### src/hdl/assert_macros.svh
// Assertion macros shared by the RTL modules.
`ifndef ASSERT_MACROS_SVH
`define ASSERT_MACROS_SVH

`ifndef ASSERT_OFF

// Property check, disabled while reset is asserted.
`define ASSERT_PROP(lbl, clk, rst_n, prop) \
    lbl: assert property (@(posedge clk) disable iff (!rst_n) prop) \
        else $error("%m: property check failed");

// Condition that must never be true out of reset.
`define ASSERT_NEVER(lbl, clk, rst_n, cond) \
    lbl: assert property (@(posedge clk) disable iff (!rst_n) !(cond)) \
        else $error("%m: forbidden condition seen");

`else

`define ASSERT_PROP(lbl, clk, rst_n, prop)
`define ASSERT_NEVER(lbl, clk, rst_n, cond)

`endif

`endif

### src/hdl/nv21r90_pkg.sv
// Shared types, constants and functions of the NV21 rotate-and-convert block.
`timescale 1ns / 1ps

package nv21r90_pkg;

    // Geometry
    localparam int unsigned MAX_WIDTH_DEF  = 512;
    localparam int unsigned MAX_HEIGHT_DEF = 512;
    localparam int unsigned DIM_W          = 10;
    localparam logic [DIM_W-1:0] FRAME_DIM_RST = 10'd512;

    // Configuration register indexes
    localparam int unsigned CFG_IDX_W = 1;
    localparam logic [CFG_IDX_W-1:0] CFG_FRAME_WIDTH  = 1'b0;
    localparam logic [CFG_IDX_W-1:0] CFG_FRAME_HEIGHT = 1'b1;

    // Conversion arithmetic
    localparam int unsigned BYTE_W = 8;
    localparam int unsigned ARGB_W = 32;
    localparam int unsigned PROD_W = 21;
    localparam int unsigned SUM_W  = 22;
    localparam int unsigned CH_W   = 18;
    localparam logic signed [PROD_W-1:0] K_Y   = 21'sd1192;
    localparam logic signed [PROD_W-1:0] K_R_V = 21'sd1634;
    localparam logic signed [PROD_W-1:0] K_G_V = 21'sd833;
    localparam logic signed [PROD_W-1:0] K_G_U = 21'sd400;
    localparam logic signed [PROD_W-1:0] K_B_U = 21'sd2066;
    localparam logic [BYTE_W-1:0] LUMA_OFS   = 8'd16;
    localparam logic signed [BYTE_W:0] CHROMA_OFS = 9'sd128;
    localparam logic signed [SUM_W-1:0] CH_MAX = 22'sd262143;
    localparam logic [BYTE_W-1:0] ALPHA_OPAQUE = 8'hFF;

    // Request actions
    localparam logic ACT_LOAD  = 1'b0;
    localparam logic ACT_FETCH = 1'b1;

    typedef struct packed {
        logic              action;
        logic [BYTE_W-1:0] data_byte;
    } t_in_item;

    typedef struct packed {
        logic [ARGB_W-1:0] argb;
        logic              last_pixel;
        logic              not_ready;
    } t_out_item;

    typedef enum logic [2:0] {
        S_IDLE,
        S_DIV,
        S_ADDR,
        S_RD0,
        S_RD1,
        S_MUL,
        S_SUM,
        S_NRDY
    } t_state;

    typedef struct packed {
        logic load;
        logic fetch;
        logic div_start;
        logic div_take;
        logic addr;
        logic rd1;
        logic mul;
        logic emit_pix;
        logic emit_nrdy;
    } t_dp_cmd;

    typedef struct packed {
        logic ready;
        logic need_div;
        logic div_done;
        logic out_free;
    } t_dp_status;

    // Even dimension, saturated to 2..max (max rounded down to even).
    function automatic logic [DIM_W-1:0] eff_dim(input logic [DIM_W-1:0] v,
                                                 input int unsigned max_dim);
        logic [DIM_W-1:0] d;
        int unsigned      m;
        d = {v[DIM_W-1:1], 1'b0};
        m = max_dim & ~32'd1;
        if (d < DIM_W'(2)) d = DIM_W'(2);
        if (32'(d) > m) d = DIM_W'(m);
        return d;
    endfunction

    function automatic logic [CH_W-1:0] clamp_ch(input logic signed [SUM_W-1:0] s);
        logic [CH_W-1:0] c;
        if (s < 0) c = '0;
        else if (s > CH_MAX) c = CH_W'(CH_MAX);
        else c = CH_W'(s);
        return c;
    endfunction

endpackage

### src/hdl/nv21r90_ctrl.sv
// Controller state machine: sequences loads and the steps of each pixel fetch.
`timescale 1ns / 1ps
`include "assert_macros.svh"

module nv21r90_ctrl (
    input  logic                     i_clk,
    input  logic                     i_rst_n,
    input  logic                     i_in_valid,
    input  logic                     i_action,
    input  nv21r90_pkg::t_dp_status  i_status,
    output nv21r90_pkg::t_dp_cmd     o_cmd,
    output logic                     o_in_stall
);

    nv21r90_pkg::t_state r_state;
    nv21r90_pkg::t_state n_state;

    logic take;

    assign take = i_in_valid && (r_state == nv21r90_pkg::S_IDLE);

    always_comb begin
        n_state = r_state;
        unique case (r_state)
            nv21r90_pkg::S_IDLE: begin
                if (take && i_action == nv21r90_pkg::ACT_FETCH) begin
                    if (!i_status.ready) n_state = nv21r90_pkg::S_NRDY;
                    else if (i_status.need_div) n_state = nv21r90_pkg::S_DIV;
                    else n_state = nv21r90_pkg::S_ADDR;
                end
            end
            nv21r90_pkg::S_DIV: begin
                if (i_status.div_done) n_state = nv21r90_pkg::S_ADDR;
            end
            nv21r90_pkg::S_ADDR: n_state = nv21r90_pkg::S_RD0;
            nv21r90_pkg::S_RD0:  n_state = nv21r90_pkg::S_RD1;
            nv21r90_pkg::S_RD1:  n_state = nv21r90_pkg::S_MUL;
            nv21r90_pkg::S_MUL:  n_state = nv21r90_pkg::S_SUM;
            nv21r90_pkg::S_SUM: begin
                if (i_status.out_free) n_state = nv21r90_pkg::S_IDLE;
            end
            nv21r90_pkg::S_NRDY: begin
                if (i_status.out_free) n_state = nv21r90_pkg::S_IDLE;
            end
            default: n_state = nv21r90_pkg::S_IDLE;
        endcase
    end

    always_comb begin
        o_cmd           = '0;
        o_cmd.load      = take && (i_action == nv21r90_pkg::ACT_LOAD);
        o_cmd.fetch     = take && (i_action == nv21r90_pkg::ACT_FETCH);
        o_cmd.div_start = o_cmd.fetch && i_status.ready && i_status.need_div;
        o_cmd.div_take  = (r_state == nv21r90_pkg::S_DIV) && i_status.div_done;
        o_cmd.addr      = (r_state == nv21r90_pkg::S_ADDR);
        o_cmd.rd1       = (r_state == nv21r90_pkg::S_RD1);
        o_cmd.mul       = (r_state == nv21r90_pkg::S_MUL);
        o_cmd.emit_pix  = (r_state == nv21r90_pkg::S_SUM) && i_status.out_free;
        o_cmd.emit_nrdy = (r_state == nv21r90_pkg::S_NRDY) && i_status.out_free;
        o_in_stall      = (r_state != nv21r90_pkg::S_IDLE);
    end

    always_ff @(posedge i_clk) begin
        if (!i_rst_n) begin
            r_state <= nv21r90_pkg::S_IDLE;
        end else begin
            r_state <= n_state;
        end
    end

    `ASSERT_PROP(a_one_action, i_clk, i_rst_n,
        $onehot0({o_cmd.load, o_cmd.fetch, o_cmd.div_take, o_cmd.emit_pix, o_cmd.emit_nrdy}))
    `ASSERT_PROP(a_nrdy_path, i_clk, i_rst_n,
        (o_cmd.fetch && !i_status.ready) |=> (r_state == nv21r90_pkg::S_NRDY))
    `ASSERT_PROP(a_emit_to_idle, i_clk, i_rst_n,
        (o_cmd.emit_pix || o_cmd.emit_nrdy) |=> (r_state == nv21r90_pkg::S_IDLE))

endmodule

### config.mk
export PLATFORM = sky130hd
export DESIGN_NAME = nv21r90_ctrl
export DESIGN_NICKNAME = d
export VERILOG_FILES = /design/src/hdl/nv21r90_pkg.sv /design/src/hdl/nv21r90_ctrl.sv
export VERILOG_INCLUDE_DIRS = /design/src /design/src/hdl
export SDC_FILE = /design/constraint.sdc
export NUM_CORES = 1
export LEC_CHECK = 0
export BUFFER_PORTS_ARGS = -buffer_cell sky130_fd_sc_hd__buf_2
export CORE_AREA = 4 4 41 43
export CTS_BUF_LIST = sky130_fd_sc_hd__clkbuf_16
export CTS_CLUSTER_SIZE = 8
export DETAILED_ROUTE_END_ITERATION = 10
export DIE_AREA = 0 0 45 47
export PLACE_DENSITY = 0.53
export SLEW_MARGIN = 30
export SYNTH_ARGS = -nofsm -noshare
export SYNTH_HDL_FRONTEND = slang
export SYNTH_SLANG_ARGS = --single-unit
### constraint.sdc
create_clock -name i_clk -period 1.39 [get_ports i_clk]
set_input_delay 0.139 -clock i_clk [delete_from_list [all_inputs] [get_ports i_clk]]
set_output_delay 0.139 -clock i_clk [all_outputs]
set_load 0.03 [all_outputs]
# == Word-level counts from Yosys, hierarchy flattened ==
# Cells that the tools add are included.
# totals
reg_bits,3
out_inout_bits,10
word_cells,30
# classes
eq_ne,10
n_mux,6
n_bitwise,1
n_reduce_logical,12
# ops
op,n
one-hot mux 3 bit (7 select lines),1
== test 3 bit (second input constant),4
two-way mux 3 bit,4
logical AND 1 bit,8
== test 3 x 2 -> 1 bit (second input constant),2
inequality test 2 bit (second input constant),2
== test 3 x 1 -> 1 bit (second input constant),1
logical NOT 3 bit,1
AND reduction 3 bit,1
nonzero test 3 bit,1
two-way mux 2 bit,1
inequality test 2 x 1 -> 1 bit (second input constant),1
OR reduction 2 bit,1
NOT 1 bit,1

# == Longest topological paths before layout ==
# Gate-level depths: netlist of the first run.
# depth
ltp_word,5
depth_mapped,5
depth_no_buf,4

# == Worst setup path after synthesis of the first run ==
# Ideal clock, no wire load.
# synth_timing
path_kind,register -> output
start,register r_state[1]
end,output o_cmd[6] (netlist name)
t_arrival_ns,1.619
required_time_ns,1.251
slack_ns,-0.368
stages_incl_launch_ff,6
path_buffers,1
path_cell_list,dfxtp_1 > buf_6 > nor2_2 > nand2_2 > nor2_1 > and3_1
# synth_lines
item,line,source
from (decl),nv21r90_ctrl.sv:15,nv21r90_pkg::t_state r_state;
from (signal assigned),nv21r90_ctrl.sv:65,r_state <= nv21r90_pkg::S_IDLE;
from (signal assigned),nv21r90_ctrl.sv:67,r_state <= n_state;
to (decl),nv21r90_ctrl.sv:11,"output nv21r90_pkg::t_dp_cmd o_cmd,"

==> summary.txt, run 1 <==
Status
  • Status: complete, no violations

Global route
  • Top Usage Layer GRT: met2
  • Antenna violations before repair: 0
  • Largest net degree at the start of global routing: 12
  • First-pass GRT wire length: 1280 um
  • Total track usage: 0.0821
  • Met2 usage: 0.153
  • Met1 Use GR: 0.0794
  • Vias in the first global route: 325
  • Gr ovfl total: 0
  • Met3 Use GR: 0.0345

Final layout
  • Total Nets Final: 71
  • Syn-to-layout area delta: 72.7%
  • N_diodes: 0
  • FILL cells: 150
  • Seq. cell area: 68.8 um2
  • Top reg by flops: r_state
  • Max reg flops: 3
  • Leading cell type in the layout, fill and taps excluded: buf_2
  • Post-route cell area: 490 um2
  • Multi-input logic area: 195 um2
  • Most frequent cells in the layout: 16 x buf_2, 5 x nand2_1, 4 x a21oi_1, 4 x buf_4
  • Biggest regs: r_state: 3 flops
  • Fin util: 0.377
  • Layout cells sized above 1: 0.548

Synth
  • Count of cell types in the netlist: 19
  • Synth warn: 0
  • Syn Inst Count: 40
  • Post-Syn Area: 284 um2
  • #FFs+latches synth: 3
  • Sequential-to-total area share from yosys stat: 0.211
  • Avg Cell Area, Syn: 7.10 um2
  • Syn nets: 48

Floorplanning
  • Die Wd: 45 um
  • Row count: 13
  • Die Height: 47 um
  • Ports: 18
  • Die area: 0.00212 mm2
  • Core area: 0.00130 mm2
  • Initial Utilization: 0.218

STA
  • # setup viols final: 0
  • Final TNS setup: 0 ns
  • Worst Tran Pin Value: 0.284 ns
  • Final slew viol count: 0
  • Final hold slack: 0.167 ns
  • Final Cycle Share: 0.961
  • Clock Skews: 0.00147 ns
  • Crit path setup slack, layout: 0.0539 ns
  • Post-route minimum period: 1.34 ns
  • Final Hold Vio Count: 0
  • Max Fclk: 748 MHz
  • Slew Limit Headroom: 0.810

Routing
  • 1st-iter DRT viols: 6
  • Vias per cell: 4.51
  • Detailed-route via count: 347
  • Post-DRT Antenna Nets: 0
  • Final WL: 776 um
  • Post-DR wirelength/cell: 10.1 um
  • First drt pass iteration count: 2
  • # DRC: 0

Clock tree
  • CTS tree: built
  • H-tree depth: 1
  • Hold buffer count at CTS: 0
  • Clk slew on worst S/H paths: 0.03 ns
  • Worst-Skew Late Latency: 0.22 ns
  • CTS Sinks: 3
  • TritonCTS buffer count: 3
  • Clk buf depth: 2
  • Root Driver: clkbuf_16

Setup path
  • Max FO, Critical Path: 6
  • CP Capture Type: primary output
  • Crit path cell chain: nor2_4 -> nand2_2 -> nor2_2 -> and3_1 -> buf_6
  • R2R Setup Slk: 0.20 ns
  • Crit path required time: 1.25 ns
  • Worst path slowest cell: dfxtp_4
  • Worst Setup Start Kind: flop
  • Kind of critical path: flop to primary output
  • Worst Path Arrival: 1.20 ns
  • Worst path max stage delay: 0.36 ns

Placed design
  • DP Worst Slack: 0.107 ns
  • Routability cong.: 0.693
  • Post-DP Area: 362 um2
  • Dpl hpwl: 561 um
  • IO buf count: 17

Hold path
  • Class of the worst hold path: input pin to flop

Power
  • Maximum vdd drop: 0.00161 V
  • PwrDens: 2870 mW/mm2
  • Leak pwr: 0.000245 uW

Job
  • Maxcap violations: 0
-- logic make-up after synthesis --
group,Yosys count,share of synthesized area
buffers and inverters,5,0.145
and+or+nand+nor,24,0.458
AOI/OAI and AO/OA,8,0.185
DFF,3,0.211
-- report_power, final --
group	internal (uW)	total, uW	switching [uW]
Clock	370	440	69.4
Combinational	293	698	405
Sequential	150	268	118
Total	813	1410	593
-- worst paths after layout --
kind / start / endpoint / cells past startpoint
worst max-delay path: r_state[1]$_SDFFE_PN0P_ / o_cmd[6] / 5
worst max register to register: r_state[2]$_SDFFE_PN0P_ / r_state[0]$_SDFFE_PN0P_ / 6
worst min-delay path: i_rst_n / r_state[1]$_SDFFE_PN0P_ / 2
worst min register to register: r_state[0]$_SDFFE_PN0P_ / r_state[0]$_SDFFE_PN0P_ / 1
-- cell type report --
cell class,instances,share of cell area
Clock buffer,3,0.153
Tap cell,15,0.0383
Sequential cell,3,0.140
Multi-Input combinational cell,32,0.398
Clock inverter,1,0.00765
Timing Repair Buffer,21,0.247
Inverter,2,0.0153
-- layer usage --
metal  vias up  routed length (um)  part of all wire
met5         -                   0                 0
met4         0                   0                 0
met3         0                  33             0.043
met2         6                 413              0.53
met1       158                 329              0.42
li1        183                   -                 -
-- cells in the mapped netlist --
cell type / number / area, um2
nand2_1: 5 / 18.8
a21oi_1: 4 / 20.0
nor3b_1: 4 / 30.0
buf_6: 3 / 33.8
dfxtp_1: 3 / 60.1
nor2_1: 3 / 11.3
and3_1: 2 / 12.5
nand2_2: 2 / 12.5
nand3_1: 2 / 10.0
nor3_1: 2 / 10.0
o21ai_0: 2 / 10.0
a311oi_2: 1 / 15.0
inv_1: 1 / 3.75
inv_2: 1 / 3.75
nand2b_1: 1 / 6.26
nor2_2: 1 / 6.26
nor2b_1: 1 / 6.26
o211ai_1: 1 / 7.51
or2_0: 1 / 6.26
-- critical path: cells and delay by family, from the launching register on --
family	cells	cell delay [ns]
DFF	1	0.36
and+or+nand+nor	4	0.49
buffers and inverters	1	0.13
-- metrics by stage --
stage / std cells / total power [uW]
finish: 77 / 1410
global route: 77 / 1500
CTS: 74 / 1310
detailed placement: 69 / 817
global placement: 69 / 816
floorplan: 40 / 753
-- repair_timing --
item | 4_1_cts | 5_1_grt
gates resized for setup | 4 | 4
endpoints found under the setup margin | 4 | 2
setup buffers | 1 | 3
pin swaps | 1 | 1
gates cloned | 0 | 0
Power figures use the tool's default switching activity.
==> inputs of run 2 (changes only) <==
--- a/config.mk
+++ b/config.mk
@@ -12,7 +12,8 @@
 export CTS_CLUSTER_SIZE = 8
 export DETAILED_ROUTE_END_ITERATION = 10
 export DIE_AREA = 0 0 45 47
-export PLACE_DENSITY = 0.53
+export MAX_ROUTING_LAYER = met4
+export PLACE_DENSITY = 0.54
 export SLEW_MARGIN = 30
 export SYNTH_ARGS = -nofsm -noshare
 export SYNTH_HDL_FRONTEND = slang
==> constraint.sdc (replaced) <==
create_clock -name i_clk -period 1.1 [get_ports i_clk]
set_input_delay 0.11 -clock i_clk [delete_from_list [all_inputs] [get_ports i_clk]]
set_output_delay 0.11 -clock i_clk [all_outputs]
set_load 0.03 [all_outputs]
==> run 2 against run 1 <==
The run now ends with setup timing left. Combinational power grew 100%. Wire length grew 26%. Global-route usage grew 2.7 points. Sequential power grew 9.3%. Sequential share of layout area shrank 3.4 points. Clock power grew 28%. Register-to-register slack lost 0.22 ns. Final cell count grew 12%. Critical path depth is the same. Clock-buffer cell count is the same. Flip-flop and latch count is the same. Clock skew is essentially flat. Highest routed layer is now met4.
==> summary.txt, run 2 (synthesized netlist as in run 1, its figures left out) <==
Clock tree
  • Root Driver: clkbuf_16 (unchanged)
  • H-tree depth: 1 (unchanged)
  • CTS Sinks: 3 (unchanged)
  • CTS tree: built (unchanged)
  • TritonCTS buffer count: 3 (unchanged)
  • Clk buf depth: 2 (unchanged)
  • Worst-Skew Late Latency: 0.22 ns (about the same)
  • Clk slew on worst S/H paths: 0.03 ns (about the same)
  • Hold buffer count at CTS: 0 (unchanged)

STA
  • Crit path setup slack, layout: -0.180 ns (was 0.0539 ns)
  • Slew Limit Headroom: 0.877 (was 0.810)
  • Max Fclk: 781 MHz
  • Final Hold Vio Count: 0 (unchanged)
  • Worst Tran Pin Value: 0.183 ns (was 0.284 ns)
  • RSZ-0062 raised after global routing: true
  • Post-route minimum period: 1.28 ns
  • # setup viols final: 12 (was 0)
  • Final slew viol count: 0 (unchanged)
  • Final Cycle Share: 1.16
  • Clock Skews: 0.00102 ns (was 0.00147 ns)

Setup path
  • CP Capture Type: primary output (unchanged)
  • Crit path required time: 0.99 ns (was 1.25 ns)
  • Reg2Reg Depth: 4 (was 6)
  • Worst Setup Start Kind: flop (unchanged)
  • Kind of critical path: flop to primary output (unchanged)
  • Max FO, Critical Path: 5 (was 6)
  • Worst Path Arrival: 1.17 ns (was 1.20 ns)

Global route
  • Total track usage: 0.109 (was 0.0821)
  • First-pass GRT wire length: 1520 um (was 1280 um)
  • Largest net degree at the start of global routing: 6 (was 12)
  • Vias in the first global route: 384 (was 325)
  • Antenna violations before repair: 0 (unchanged)
  • Gr ovfl total: 0 (unchanged)

Final layout
  • N_diodes: 0 (unchanged)
  • Leading cell type in the layout, fill and taps excluded: buf_4 (was buf_2)
  • Most frequent cells in the layout: 14 x buf_4, 9 x buf_2, 7 x buf_6, 5 x nand2_1 (was 16 x buf_2, 5 x nand2_1, 4 x a21oi_1, 4 x buf_4)
  • Total Nets Final: 80 (was 71)
  • Top reg by flops: r_state (unchanged)
  • Biggest regs: r_state: 3 flops (unchanged)
  • Layout cells sized above 1: 0.732 (was 0.548)
  • Fin util: 0.513 (was 0.377)
  • Max reg flops: 3 (unchanged)
  • Non-filler cells, final: 86 (was 77)
  • Syn-to-layout area delta: 135% (was 72.7%)

Placed design
  • IO buf count: 17 (unchanged)
  • Placed insts: 78 (was 69)
  • Routability cong.: 0.774 (was 0.693)
  • DP Worst Slack: -0.0724 ns (was 0.107 ns)
  • Dpl hpwl: 665 um (was 561 um)

Power
  • PwrDens: 3400 mW/mm2 (was 2870 mW/mm2)
  • Leak pwr: 0.000312 uW (was 0.000245 uW)
  • Maximum vdd drop: 0.00169 V (was 0.00161 V)

Floorplanning
  • Die Height: 47 um (unchanged)
  • Core area: 0.00130 mm2 (unchanged)
  • Row count: 13 (unchanged)
  • Ports: 18 (unchanged)
  • Die Wd: 45 um (unchanged)
  • Die area: 0.00212 mm2 (unchanged)
  • Initial Utilization: 0.218 (unchanged)

Routing
  • First drt pass iteration count: 4 (was 2)
  • 1st-iter DRT viols: 3 (was 6)
  • Detailed-route via count: 384 (was 347)
  • Final WL: 978 um (was 776 um)
  • Post-DRT Antenna Nets: 0 (unchanged)
  • Vias per cell: 4.47 (was 4.51)
  • Post-DR wirelength/cell: 11.4 um (was 10.1 um)
  • # DRC: 0 (unchanged)

Hold path
  • Class of the worst hold path: input pin to flop (unchanged)
  • Worst Hold Depth: 2 (unchanged)

Status
  • Status: finished with violations (was complete, no violations)
  • Failing checks: setup timing

Job
  • Maxcap violations: 0 (unchanged)
==> run 2: layout make-up <==
| class | count | area [um2] |
|---|---|---|
| repair buffers | 30 | 229 |
| clock buffers | 3 | 75.1 |
| well taps | 15 | 18.8 |
| clock inverters | 1 | 3.75 |
| fillers | 130 | 633 |
| flip-flops and latches | 3 | 71.3 |
| inverters | 2 | 7.51 |
| multi-input cells | 32 | 263 |
==> run 2: where the power goes <==
group          switching, uW  internal (uW)  leakage (uW)
logic                    735            677      0.000243
registers               96.9            196     0.0000267
clock network           95.2            468     0.0000423
==> run 2: path summary, 6_finish.rpt <==
check / end / from / slack [ns]
worst max-delay path: o_cmd[6] / r_state[1]$_SDFFE_PN0P_ / -0.18
worst min-delay path: r_state[1]$_SDFFE_PN0P_ / i_rst_n / 0.13
worst min register to register: r_state[0]$_SDFFE_PN0P_ / r_state[0]$_SDFFE_PN0P_ / 0.61
worst max register to register: r_state[0]$_SDFFE_PN0P_ / r_state[1]$_SDFFE_PN0P_ / -0.02
==> run 2: repair_timing <==
item | in CTS | in global routing
pin swaps | 6 | 8
cloned | 0 | 0
resized for setup | 18 | 10
setup buffers | 3 | 2
endpoints found under the setup margin | 13 | 13
==> run 2: through the flow <==
| stage | setup TNS, ns | hold WS, ns | power (uW) | instance area [um2] |
|---|---|---|---|---|
| after floorplan | -0.253 | 0.256 | 1080 | 338 |
| after global placement | -0.177 | 0.363 | 1380 | 475 |
| after detailed placement | -0.211 | 0.360 | 1380 | 475 |
| after CTS | -0.838 | 0.130 | 2140 | 621 |
| after global routing | -1.27 | 0.141 | 2410 | 668 |
| final | -0.733 | 0.131 | 2270 | 668 |
==> run 2: metal layers <==
layer,GRT usage,wire length [um],up-vias
met5,-,0,-
met4,0.105,28,0
met3,0.0383,57,2
met2,0.158,484,14
met1,0.113,408,170
li1,-,-,198
==> run 2: worst max-delay path, stage by stage, from the launching register on <==
cell,delay [ns]
dfxtp_4,0.35
nor2_4,0.13
nand2_4,0.08
nor2_4,0.08
and3_4,0.18
buf_6,0.12
==> inputs of run 3 (changes only) <==
--- a/config.mk
+++ b/config.mk
@@ -14,6 +14,7 @@
 export DIE_AREA = 0 0 45 47
 export MAX_ROUTING_LAYER = met4
 export PLACE_DENSITY = 0.54
+export REMOVE_ABC_BUFFERS = 1
 export SLEW_MARGIN = 30
 export SYNTH_ARGS = -nofsm -noshare
 export SYNTH_HDL_FRONTEND = slang
==> run 3 against run 2 <==
The flow still finishes with violations (setup timing). Maximum frequency grew 2.0%. Die area unchanged. Sequential share of layout area rose by 0.70 points. Via count decreased by 5.5%. Critical path type unchanged.
==> summary.txt, run 3 (synthesized netlist as in run 1, its figures left out) <==
Power
  • Design Power: 2150 uW (was 2270 uW)
  • Flop pwr share: 0.130 (was 0.129)
  • P_int: 1280 uW (was 1340 uW)
  • Clock power frac: 0.261 (was 0.248)
  • Maximum vdd drop: 0.00177 V (was 0.00169 V)
  • Combinational power share: 0.609 (was 0.623)
  • Leak pwr: 0.000292 uW (was 0.000312 uW)
  • Switching share of power: 0.405 (was 0.409)
  • Sw Pwr: 871 uW (was 927 uW)
  • PwrDens: 3430 mW/mm2 (was 3400 mW/mm2)

Floorplanning
  • Die Height: 47 um (unchanged)
  • Ports: 18 (unchanged)
  • Core area: 0.00130 mm2 (unchanged)
  • Die Wd: 45 um (unchanged)
  • Die area: 0.00212 mm2 (unchanged)
  • Initial Utilization: 0.218 (unchanged)
  • Row count: 13 (unchanged)

Placed design
  • IO buf count: 17 (unchanged)
  • Placed insts: 74 (was 78)
  • Routability cong.: 0.724 (was 0.774)
  • Dpl hpwl: 666 um (was 665 um)

Status
  • Failing checks: setup timing (unchanged)
  • Status: finished with violations (unchanged)

Routing
  • # DRC: 0 (unchanged)
  • Vias per cell: 4.37 (was 4.47)
  • Post-DR wirelength/cell: 10.8 um (was 11.4 um)
  • 1st-iter DRT viols: 2 (was 3)
  • Final WL: 894 um (was 978 um)
  • Detailed-route via count: 363 (was 384)
  • Post-DRT Antenna Nets: 0 (unchanged)
  • First drt pass iteration count: 2 (was 4)

STA
  • Final Hold Vio Count: 0 (unchanged)
  • Clock Skews: 0.00285 ns (was 0.00102 ns)
  • Post-route minimum period: 1.26 ns (was 1.28 ns)
  • RSZ-0062 raised after global routing: true (unchanged)
  • Slew Limit Headroom: 0.814 (was 0.877)
  • Crit path setup slack, layout: -0.156 ns (was -0.180 ns)
  • Final hold slack: 0.141 ns (was 0.131 ns)
  • Final slew viol count: 0 (unchanged)
  • Max Fclk: 796 MHz (was 781 MHz)
  • # setup viols final: 10 (was 12)
  • Final TNS setup: -0.746 ns (was -0.733 ns)
  • Worst Tran Pin Value: 0.278 ns (was 0.183 ns)
  • Final Cycle Share: 1.14 (was 1.16)

Final layout
  • Layout cells sized above 1: 0.662 (was 0.732)
  • Most frequent cells in the layout: 13 x buf_4, 8 x buf_2, 5 x nand2_1, 5 x buf_6, 4 x a21oi_1 (was 14 x buf_4, 9 x buf_2, 7 x buf_6, 5 x nand2_1)
  • N_diodes: 0 (unchanged)
  • Max reg flops: 3 (unchanged)
  • FILL cells: 125 (was 130)
  • Leading cell type in the layout, fill and taps excluded: buf_4 (unchanged)
  • Non-filler cells, final: 83 (was 86)
  • Syn-to-layout area delta: 121% (was 135%)
  • Top reg by flops: r_state (unchanged)
  • Total Nets Final: 77 (was 80)
  • Biggest regs: r_state: 3 flops (unchanged)

Setup path
  • Kind of critical path: flop to primary output (unchanged)
  • Max FO, Critical Path: 3 (was 5)
  • Worst Setup Start Kind: flop (unchanged)
  • Worst Path Arrival: 1.15 ns (was 1.17 ns)
  • CP Capture Type: primary output (unchanged)
  • Crit path required time: 0.99 ns (about the same)

Clock tree
  • H-tree depth: 1 (unchanged)
  • Worst-Skew Late Latency: 0.22 ns (about the same)
  • CTS Sinks: 3 (unchanged)
  • CTS tree: built (unchanged)
  • TritonCTS buffer count: 3 (unchanged)
  • Root Driver: clkbuf_16 (unchanged)
  • Clk buf depth: 2 (unchanged)
  • Hold buffer count at CTS: 0 (unchanged)
  • Clk slew on worst S/H paths: 0.03 ns (about the same)

Global route
  • Gr ovfl total: 0 (unchanged)
  • Vias in the first global route: 347 (was 384)
  • Total track usage: 0.0993 (was 0.109)
  • Antenna violations before repair: 0 (unchanged)
  • First-pass GRT wire length: 1450 um (was 1520 um)
  • Largest net degree at the start of global routing: 8 (was 6)

Job
  • Maxcap violations: 0 (unchanged)

Hold path
  • Class of the worst hold path: input pin to flop (unchanged)
-- run 3: power groups by stage --
stage / Clock (uW) / Sequential [uW] / Combinational [uW]
after floorplan: 0 / 276 / 544
after global placement: 0 / 238 / 936
after detailed placement: 0 / 238 / 945
after CTS: 565 / 281 / 1160
after global routing: 580 / 294 / 1410
final: 560 / 280 / 1310
-- run 3: stage by stage --
step	utilization	worst slack (ns)	cell area [um2]
after floorplan	-	-0.615	250
after global placement	0.311	-0.0308	404
after detailed placement	0.311	-0.0784	404
after CTS	0.442	-0.150	576
after global routing	0.482	-0.203	627
final	0.482	-0.156	627
-- run 3: layout make-up --
class,count,area [um2],area share
Multi-Input combinational cell,32,236,0.377
Timing Repair Buffer,27,214,0.341
Clock buffer,3,75.1,0.120
Sequential cell,3,71.3,0.114
Tap cell,15,18.8,0.0299
Inverter,2,7.51,0.0120
Clock inverter,1,3.75,0.00599
-- run 3: timing repair --
| item | 4_1_cts | 5_1_grt |
|---|---|---|
| setup buffers | 3 | 2 |
| pin swaps | 9 | 1 |
| resized for setup | 23 | 9 |
| endpoints found under the setup margin | 11 | 12 |
-- run 3: critical path, cell delays in order, from the launching register on --
cell and delay (ns):
dfxtp_4 0.34, nor2_4 0.14, nand2_4 0.08, nor2_4 0.08
and3_1 0.16, buf_6 0.13
-- run 3: final timing paths --
check,end,startpoint,cells after the start,slack (ns)
setup reg to reg,r_state[0]$_SDFFE_PN0P_,r_state[2]$_SDFFE_PN0P_,4,0
hold reg to reg,r_state[0]$_SDFFE_PN0P_,r_state[0]$_SDFFE_PN0P_,2,0.62
hold / removal,r_state[1]$_SDFFE_PN0P_,i_rst_n,2,0.14
setup / recovery,o_cmd[6],r_state[2]$_SDFFE_PN0P_,5,-0.16
-- run 3: layer usage --
metal,wire length (um),vias up,GRT usage,share of wire
li1,-,193,-,-
met1,389,161,0.104,0.44
met2,454,9,0.164,0.51
met3,51,0,0.0460,0.057
met4,0,0,0.0351,0
met5,0,-,-,0
